<file path="config.mk">
export PLATFORM = sky130hd
export DESIGN_NAME = cpc_sat_acc
export DESIGN_NICKNAME = d
export VERILOG_FILES = /design/src/hw/rtl/cpc_pkg.sv /design/src/hw/rtl/cpc_sat_acc.sv
export SDC_FILE = /design/constraint.sdc
export NUM_CORES = 1
export LEC_CHECK = 0
export ABC_AREA = 1
export BUFFER_PORTS_ARGS = -buffer_cell sky130_fd_sc_hd__buf_2
export CAP_MARGIN = 20
export CORE_MARGIN = 2
export CORE_UTILIZATION = 45
export CTS_BUF_LIST = sky130_fd_sc_hd__clkbuf_16
export CTS_CLUSTER_DIAMETER = 200
export DETAILED_ROUTE_END_ITERATION = 8
export PLACE_DENSITY = 0.7
export SYNTH_ARGS = -nofsm -noshare
export SYNTH_HDL_FRONTEND = slang
export SYNTH_SLANG_ARGS = --single-unit
</file>
<file path="constraint.sdc">
create_clock -name clock -period 3.1 [get_ports clock]
set_input_delay 0.62 -clock clock [delete_from_list [all_inputs] [get_ports clock]]
set_output_delay 0.62 -clock clock [all_outputs]
set_load 0.02 [all_outputs]
</file>
<file path="src/hw/rtl/cpc_pkg.sv">
`timescale 1ns / 1ps

package cpc_pkg;

   // Fixed field widths
   localparam int CODE_W   = 16;
   localparam int FLIP_W   = 5;
   localparam int TOTAL_W  = 32;
   localparam int REQ_W    = 2 * CODE_W;

   // Defaults for the top-level parameters
   localparam int CODE_BITS_DEF   = 16;
   localparam int MAX_SEQ_LEN_DEF = 65536;

   // Sequence tag kept beside each histogram count
   localparam int EPOCH_BITS = 8;

   localparam logic [FLIP_W-1:0] FLIP_RESET = FLIP_W'(16);

   typedef struct packed {
      logic clear;
      logic add;
   } acc_ctl_type;

   typedef struct packed {
      logic we;
      logic re;
   } mem_cmd_type;

endpackage

</file>
<file path="src/hw/rtl/cpc_sat_acc.sv">
`timescale 1ns / 1ps

module cpc_sat_acc #(
   parameter int ADD_W = 17
) (
   input  logic                          clock,
   input  logic                          reset,
   input  cpc_pkg::acc_ctl_type          ctl,
   input  logic [ADD_W-1:0]              add_val,
   output logic [cpc_pkg::TOTAL_W-1:0]   total
);
   import cpc_pkg::*;

   logic [TOTAL_W-1:0] total_ff;
   logic [TOTAL_W-1:0] total_in;
   logic [TOTAL_W:0]   sum;

   // saturating add of one count per step
   assign sum = {1'b0, total_ff} + (TOTAL_W + 1)'(add_val);

   always_comb begin
      total_in = total_ff;
      if (ctl.clear) begin
         total_in = '0;
      end else if (ctl.add) begin
         total_in = sum[TOTAL_W] ? '1 : sum[TOTAL_W-1:0];
      end
   end

   always_ff @(posedge clock) begin
      if (reset) begin
         total_ff <= '0;
      end else begin
         total_ff <= total_in;
      end
   end

   assign total = total_ff;

endmodule

</file>
---- Word-level counts from Yosys, hierarchy flattened ----
Index checks and enable logic that the tools add are counted.
word-level totals
  register bits ........................... 32
  output and inout bits ................... 32
  logic and storage cells ................. 4
operators by class
  $add $sub $neg .......................... 1
  multiplexer cells ....................... 1
  reductions and logical operators ........ 1
operators by type and width
  kind                                       count
  32-bit by 17-bit adder with 33-bit output  1
  32-bit 2-to-1 mux                          1
  2-bit OR reduction                         1

---- Logic depth before layout (Yosys ltp) ----
Gate-level depths: netlist of run 1.
  depth in word-level cells ............... 2
  depth in mapped cells ................... 14
  gate-level depth less buffers ........... 14

---- Worst setup path before layout of run 1 ----
Ideal clock, no wire load.
  path type ............................... input -> register
  from .................................... input port add_val[0]
  to ...................................... register total_ff[17], in the netlist total[17]
  data arrival time ....................... 2.218 ns
  data required time ...................... 2.991 ns
  path slack .............................. 0.773 ns
  stages .................................. 13
  path through ............................ ha_1 > fa_1 > nand3_1 > nand3_2 > nand2_1 > nand2_2 > nand2_1 > nand3_2 > nand3_4 > buf_6 > nand3_2 > nand2_1 > inv_1
on the way
  longest elaborated chain between the ends .. 2
RTL lines
  element                                    RTL line           source
  start: declaration                         cpc_sat_acc.sv:9   input logic [ADD_W-1:0] add_val,
  32-bit by 17-bit adder with 33-bit output  cpc_sat_acc.sv:19  assign sum = {1'b0, total_ff} + (TOTAL_W + 1)'(add_val);
  32-bit 2-to-1 mux                          cpc_sat_acc.sv:26  total_in = sum[TOTAL_W] ? '1 : sum[TOTAL_W-1:0];
  end signal: assignment                     cpc_sat_acc.sv:34  total_ff <= total_in;
  end: declaration                           cpc_sat_acc.sv:14  logic [TOTAL_W-1:0] total_ff;
No other way between the ends.
A chain may end at the register's enable or synchronous reset.

---- Worst setup path after layout of run 1 ----
  from .................................... input port add_val[0]
  to ...................................... register total_ff[16], in the netlist total[16]
Same word-level chain as after synthesis.

==> results of run 1 <==
[cells in the mapped netlist, types with 3 or more instances]
library cell    n  area share
nor3_1          6       0.010
ha_1           17       0.074
nor4_1          4      0.0087
inv_1          91        0.12
a31oi_1         9       0.020
nand3_2        10       0.035
nand2_1       165        0.22
nand3_1        39       0.068
nor2_1         43       0.056
nand2_2         5       0.011
xor2_1          3      0.0092
a21oi_1        12       0.021
xnor2_1        12       0.037
dfxtp_1        32        0.22
o21ai_0        17       0.030
clkbuf_1        5      0.0065
[final timing paths]
| check | startpoint | end | slack (ns) |
|---|---|---|---|
| max | add_val[0] | total[16] | 0.67 |
| min | total[6] | total[6] | 0.54 |
| max reg2reg | total[0] | total[16] | 0.79 |
| min reg2reg | total[6] | total[6] | 0.54 |
[worst max-delay path, stage by stage]
cell and delay (ns):
buf_2 0.10, ha_1 0.23, fa_1 0.45, nand3_1 0.12, nand3_2 0.11, nand2_1 0.10, nand2_2 0.09, nand2_1 0.08
nand3_2 0.14, nand2_2 0.24, nand2_2 0.14, nor2_1 0.13, nor2_1 0.05
[power by group]
part           switching (mW)  internal [mW]
clock                   0.176          0.287
sequential            0.00836          0.423
combinational           0.160         0.0887
total                   0.344          0.799
[routing by layer]
layer | vias to the layer above | part of all wire | track usage
met1 | 1371 | 0.47 | 0.282
met5 | - | 0 | 0
met3 | 13 | 0.043 | 0.0406
met2 | 64 | 0.47 | 0.372
li1 | 1617 | - | -
met4 | 0 | 0.025 | 0.0924
[cell families after synthesis]
logic type                 count (synthesis)  synth area share
xor gates and xnor gates                  15            0.0458
AOI/OAI and AO/OA                         40            0.0764
muxes                                      2           0.00698
adders and majority gates                 18            0.0812
DFF                                       32             0.223
and+or+nand+nor                          281             0.431
buffers and inverters                    100             0.135
[cell type report]
type,count,share of cell area
well taps,77,0.0289
inverters,91,0.103
clock buffers,5,0.0376
multi-input cells,356,0.553
repair buffers,54,0.0827
clock inverters,2,0.00226
flip-flops and latches,32,0.192
[layout by cell type (no fill, tap or decap), types with 12 or more instances in the layout]
cell     count
a21oi_1     12
buf_2       52
dfxtp_1     32
ha_1        17
inv_1       91
nand2_1    165
nand3_1     39
nor2_1      42
o21ai_0     17
xnor2_1     12
[metrics by stage]
stage	total power [mW]	setup slack [ns]	hold slack (ns)
after floorplan	0.620	0.773	0.607
after global placement	0.684	0.464	0.527
after detailed placement	0.686	0.373	0.532
after CTS	1.15	0.656	0.545
after global routing	1.20	0.468	0.574
final	1.14	0.671	0.544
==> summary.txt, run 1 <==
row count: 29
CTS tree: done
crit path max fanout: 10
WP data arrival: 2.60 ns
antenna violations before repair: 0
worst skew pair latency: 0.28 ns
H-tree Lvls: 2
area grow syn2layout: 16.1%
Synth async-reset ratio: 0
Reg clk slew, reported paths: 0.05 ns
Num CTS Buffers: 5
dpl cells: 610
Final ANT Viol Nets: 0
non-filler instance count after layout: 617
Worst R2R Path Depth: 12
Distinct cells, synth: 30
drt pass-1 iters: 4
number of flops mapped to enable cells by yosys: 0
FILL cells: 695
status: finished, final reports clean
setup bufs post-CTS: 0
final wirelength: 7540 µm
DP Wirelength: 5940 µm
number of global-route vias before repair: 2,834
IO Pins: 53
largest net degree at the start of global routing: 27
number of buffers added on ports: 52
final hold viol count: 0
Worst setup EP type: flip-flop
core footprint: 6240 µm²
Post-CTS Resized: 0
CTS Hold Bufs: 0
sequential area share after synthesis: 0.223
Root Buffer: clkbuf_16
final instance area: 3330 µm²
Fmax: 0.412 GHz
Final Cycle Share: 0.784
Slew @ Worst Pin: 0.660 ns
Initial Utilization: 0.460
Worst Skew: 0.00473 ns
Mapped Cells: 488
placed inst area: 3200 µm²
Antenna Cells: 0
first-pass GRT wire length: 12,800 µm
syn_nets: 527
die span in x: 83.8 µm
hold path cells: 2
routed vias: 3,065
crit start category: primary input
Core Util, Final: 0.533
gpl congestion: 0.921
nets: 579
layout cells sized above 1: 0.152
max-slew violation count: 0
Leak Pwr: 1.87 nW
Worst VDD drop: 0.214 mV
area of the multi-input gates: 1840 µm²
synth warn: 0
PwrDens: 343 nW/µm²
average routed wire per standard cell: 12.2 µm
Die Outline Area: 7030 µm²
post-synthesis average cell area: 5.88 µm²
Total Routing Usage GR: 0.223
Final min period: 2.43 ns
Iteration-0 DRC Markers: 118
Hold Crit Class: reg -> reg
Final setup viols: 0
Vias per Instance: 4.97
Critical Path RT: 3.27 ns
deepest clock path buffer count: 2
max_slew headroom: 0.560
setup TNS: 0 ns
Mapped Area: 2870 µm²
die height: 83.8 µm
DRC errors left: 0
clock sink count: 32
max reg flops: 32
Post-synth top flop: dfxtp_1
Max Cap Viol: 0
Synth Register Bits: 32
gr ovfl total: 0
RSZ-0062 raised after global routing: no
Sequential Area: 641 µm²
kind of critical path: in -> reg
Note: power is estimated with default switching activity, not from simulation.
==> inputs of run 2 (changes only) <==
PLACE_DENSITY = 0.72   (was 0.7)
clock period = 2 ns   (was 3.1 ns; I/O delays follow)
==> run 2 against run 1 <==
  * Wire length up 9.0%
  * Design area up 15%
  * Clock power up 89%
  * Global-route usage up 1.2 points
  * Non-clock buffer count up 37
  * Die area unchanged
  * Register-to-register slack worse by 0.72 ns
  * Via count up 6.2%
  * Cell count up 6.3%
  * First-iteration DRC count up 75%
  * Utilization up 8.1 points
  * Critical path depth down 1
  * Highest routed layer unchanged
==> summary.txt, run 2 (same netlist as run 1, synthesis figures left out) <==
Max Cap Viol: 0 (unchanged)
final wirelength: 8220 µm (+9.0%)
Num CTS Buffers: 5 (unchanged)
status: finished, final reports clean
setup bufs post-CTS: 0 (unchanged)
WP data arrival: 2.10 ns (-0.50 ns)
DP Wirelength: 6270 µm (+5.6%)
number of global-route vias before repair: 3,096 (+9.2%)
Root Buffer: clkbuf_16
routed vias: 3,254 (+6.2%)
critical path's slowest cell: fa_2
Final ANT Viol Nets: 0 (unchanged)
H-tree Lvls: 2 (unchanged)
max-slew violation count: 0 (unchanged)
gpl congestion: 0.947 (+2.8%)
Critical Path RT: 2.17 ns (-1.10 ns)
drt pass-1 iters: 4 (unchanged)
Setup WS pre-CTS: -0.148 ns (-0.521 ns)
average routed wire per standard cell: 12.5 µm (+2.6%)
die span in x: 83.8 µm (unchanged)
die height: 83.8 µm (unchanged)
FILL cells: 611 (-12%)
IO Pins: 53 (unchanged)
kind of critical path: reg -> reg
crit path max fanout: 3 (-7)
Vias per Instance: 4.96 (-0.15%)
row count: 29 (unchanged)
number of buffers added on ports: 52 (unchanged)
nets: 617 (+6.6%)
Hold Crit Class: reg -> reg
DRC errors left: 0 (unchanged)
most frequent cells in the layout: 158 x nand2_1, 92 x inv_1, 52 x buf_2, 39 x buf_4, 33 x nor2_1
worst skew pair latency: 0.28 ns (about the same)
final hold viol count: 0 (unchanged)
Die Outline Area: 7030 µm² (unchanged)
Antenna Cells: 0 (unchanged)
final instance area: 3830 µm² (+15%)
area grow syn2layout: 33.6%
area of the multi-input gates: 2040 µm² (+11%)
Setup WS post-layout: 0.0655 ns (-0.605 ns)
Final setup viols: 0 (unchanged)
Reg clk slew, reported paths: 0.05 ns (about the same)
max reg flops: 32 (unchanged)
Total Routing Usage GR: 0.235 (+0.0120)
most common cell after layout, fill and taps aside: nand2_1
core footprint: 6240 µm² (unchanged)
Initial Utilization: 0.460 (unchanged)
Worst VDD drop: 0.322 mV (+50%)
clock sink count: 32 (unchanged)
antenna violations before repair: 0 (unchanged)
Fmax: 0.517 GHz
cells along the critical path: ha_4 -> fa_2 -> nand3_2 -> nand3_2 -> buf_4 -> nand2_1 -> nand2_2 -> nand3_1 -> nand2_1 -> xor2_1 -> nor2_1 -> nor2_1
RSZ-0062 raised after global routing: yes
first-pass GRT wire length: 13,500 µm (+5.6%)
largest net degree at the start of global routing: 45 (+67%)
CTS tree: done
gr ovfl total: 0 (unchanged)
Sequential Area: 642 µm² (+0.20%)
deepest clock path buffer count: 2 (unchanged)
Worst setup EP type: flip-flop
Leak Pwr: 2.14 nW (+14%)
Iteration-0 DRC Markers: 206 (+75%)
Worst Skew: 0.00365 ns (-0.00108 ns)
crit start category: flip-flop
Slew @ Worst Pin: 0.471 ns (-0.189 ns)
max_slew headroom: 0.686 (+0.126)
biggest cell delay along the critical path: 0.40 ns (-0.05 ns)
Final min period: 1.93 ns
placed inst area: 3510 µm² (+9.8%)
WHS: 0.543 ns (-0.00162 ns)
layout cells sized above 1: 0.268 (+0.116)
Final Cycle Share: 0.967
PwrDens: 527 nW/µm² (+54%)
run 2: changes by cell type in the layout (fill, tap and decap cells not counted), moves of 5 or more:
cell     delta
nor2_1      -9
ha_1        -5
nand2_1     -7
nand3_1     -7
nor2_2      +8
nand3_2     +5
nand2_2     +6
ha_4        +5
buf_4      +37
run 2: power breakdown:
| group | total, mW | switching (mW) | internal [mW] |
|---|---|---|---|
| logic | 0.477 | 0.273 | 0.204 |
| clock network | 0.874 | 0.293 | 0.581 |
| registers | 0.670 | 0.0148 | 0.656 |
run 2: metal layers:
| layer | wire [µm] | global-route usage |
|---|---|---|
| met5 | 0 | 0 |
| met4 | 156 | 0.0645 |
| met3 | 435 | 0.0415 |
| met2 | 4080 | 0.420 |
| met1 | 3550 | 0.288 |
run 2: worst paths after layout:
path	start	to	slack (ns)	cells past startpoint
worst max register to register	total[0]	total[14]	0.07	12
worst min-delay path	total[9]	total[9]	0.54	2
worst min register to register	total[9]	total[9]	0.54	2
worst max-delay path	total[0]	total[14]	0.07	12
run 2: area by class of cell:
class / count / area share
sequential: 32 / 0.167
tap: 77 / 0.0251
timing repair buffer: 91 / 0.144
clock buffer: 5 / 0.0326
inverter: 91 / 0.0891
clock inverter: 3 / 0.0101
multi-input combinational: 357 / 0.531
run 2: stage by stage:
stage | std cells | util | TNS (ns) | total power, mW
CTS | 655 | 0.589 | 0 | 2.01
global route | 656 | 0.614 | -0.142 | 2.11
global placement | 647 | 0.562 | -1.56 | 1.12
floorplan | 488 | - | 0 | 0.964
finish | 656 | 0.614 | 0 | 2.02
detailed placement | 647 | 0.562 | -2.27 | 1.13
run 2: critical path: cells and delay by family, from the launching register on:
family | cells | cell delay [ns]
xor+xnor | 1 | 0.15
fa+ha+maj | 2 | 0.56
buf+inv | 1 | 0.16
flops | 1 | 0.34
simple gates | 8 | 0.61
run 2: timing repair:
action	in CTS	in global routing
endpoints found under the hold margin	0	0
hold buffers	0	0
setup endpoints to repair	0	19
gates resized for setup	0	32
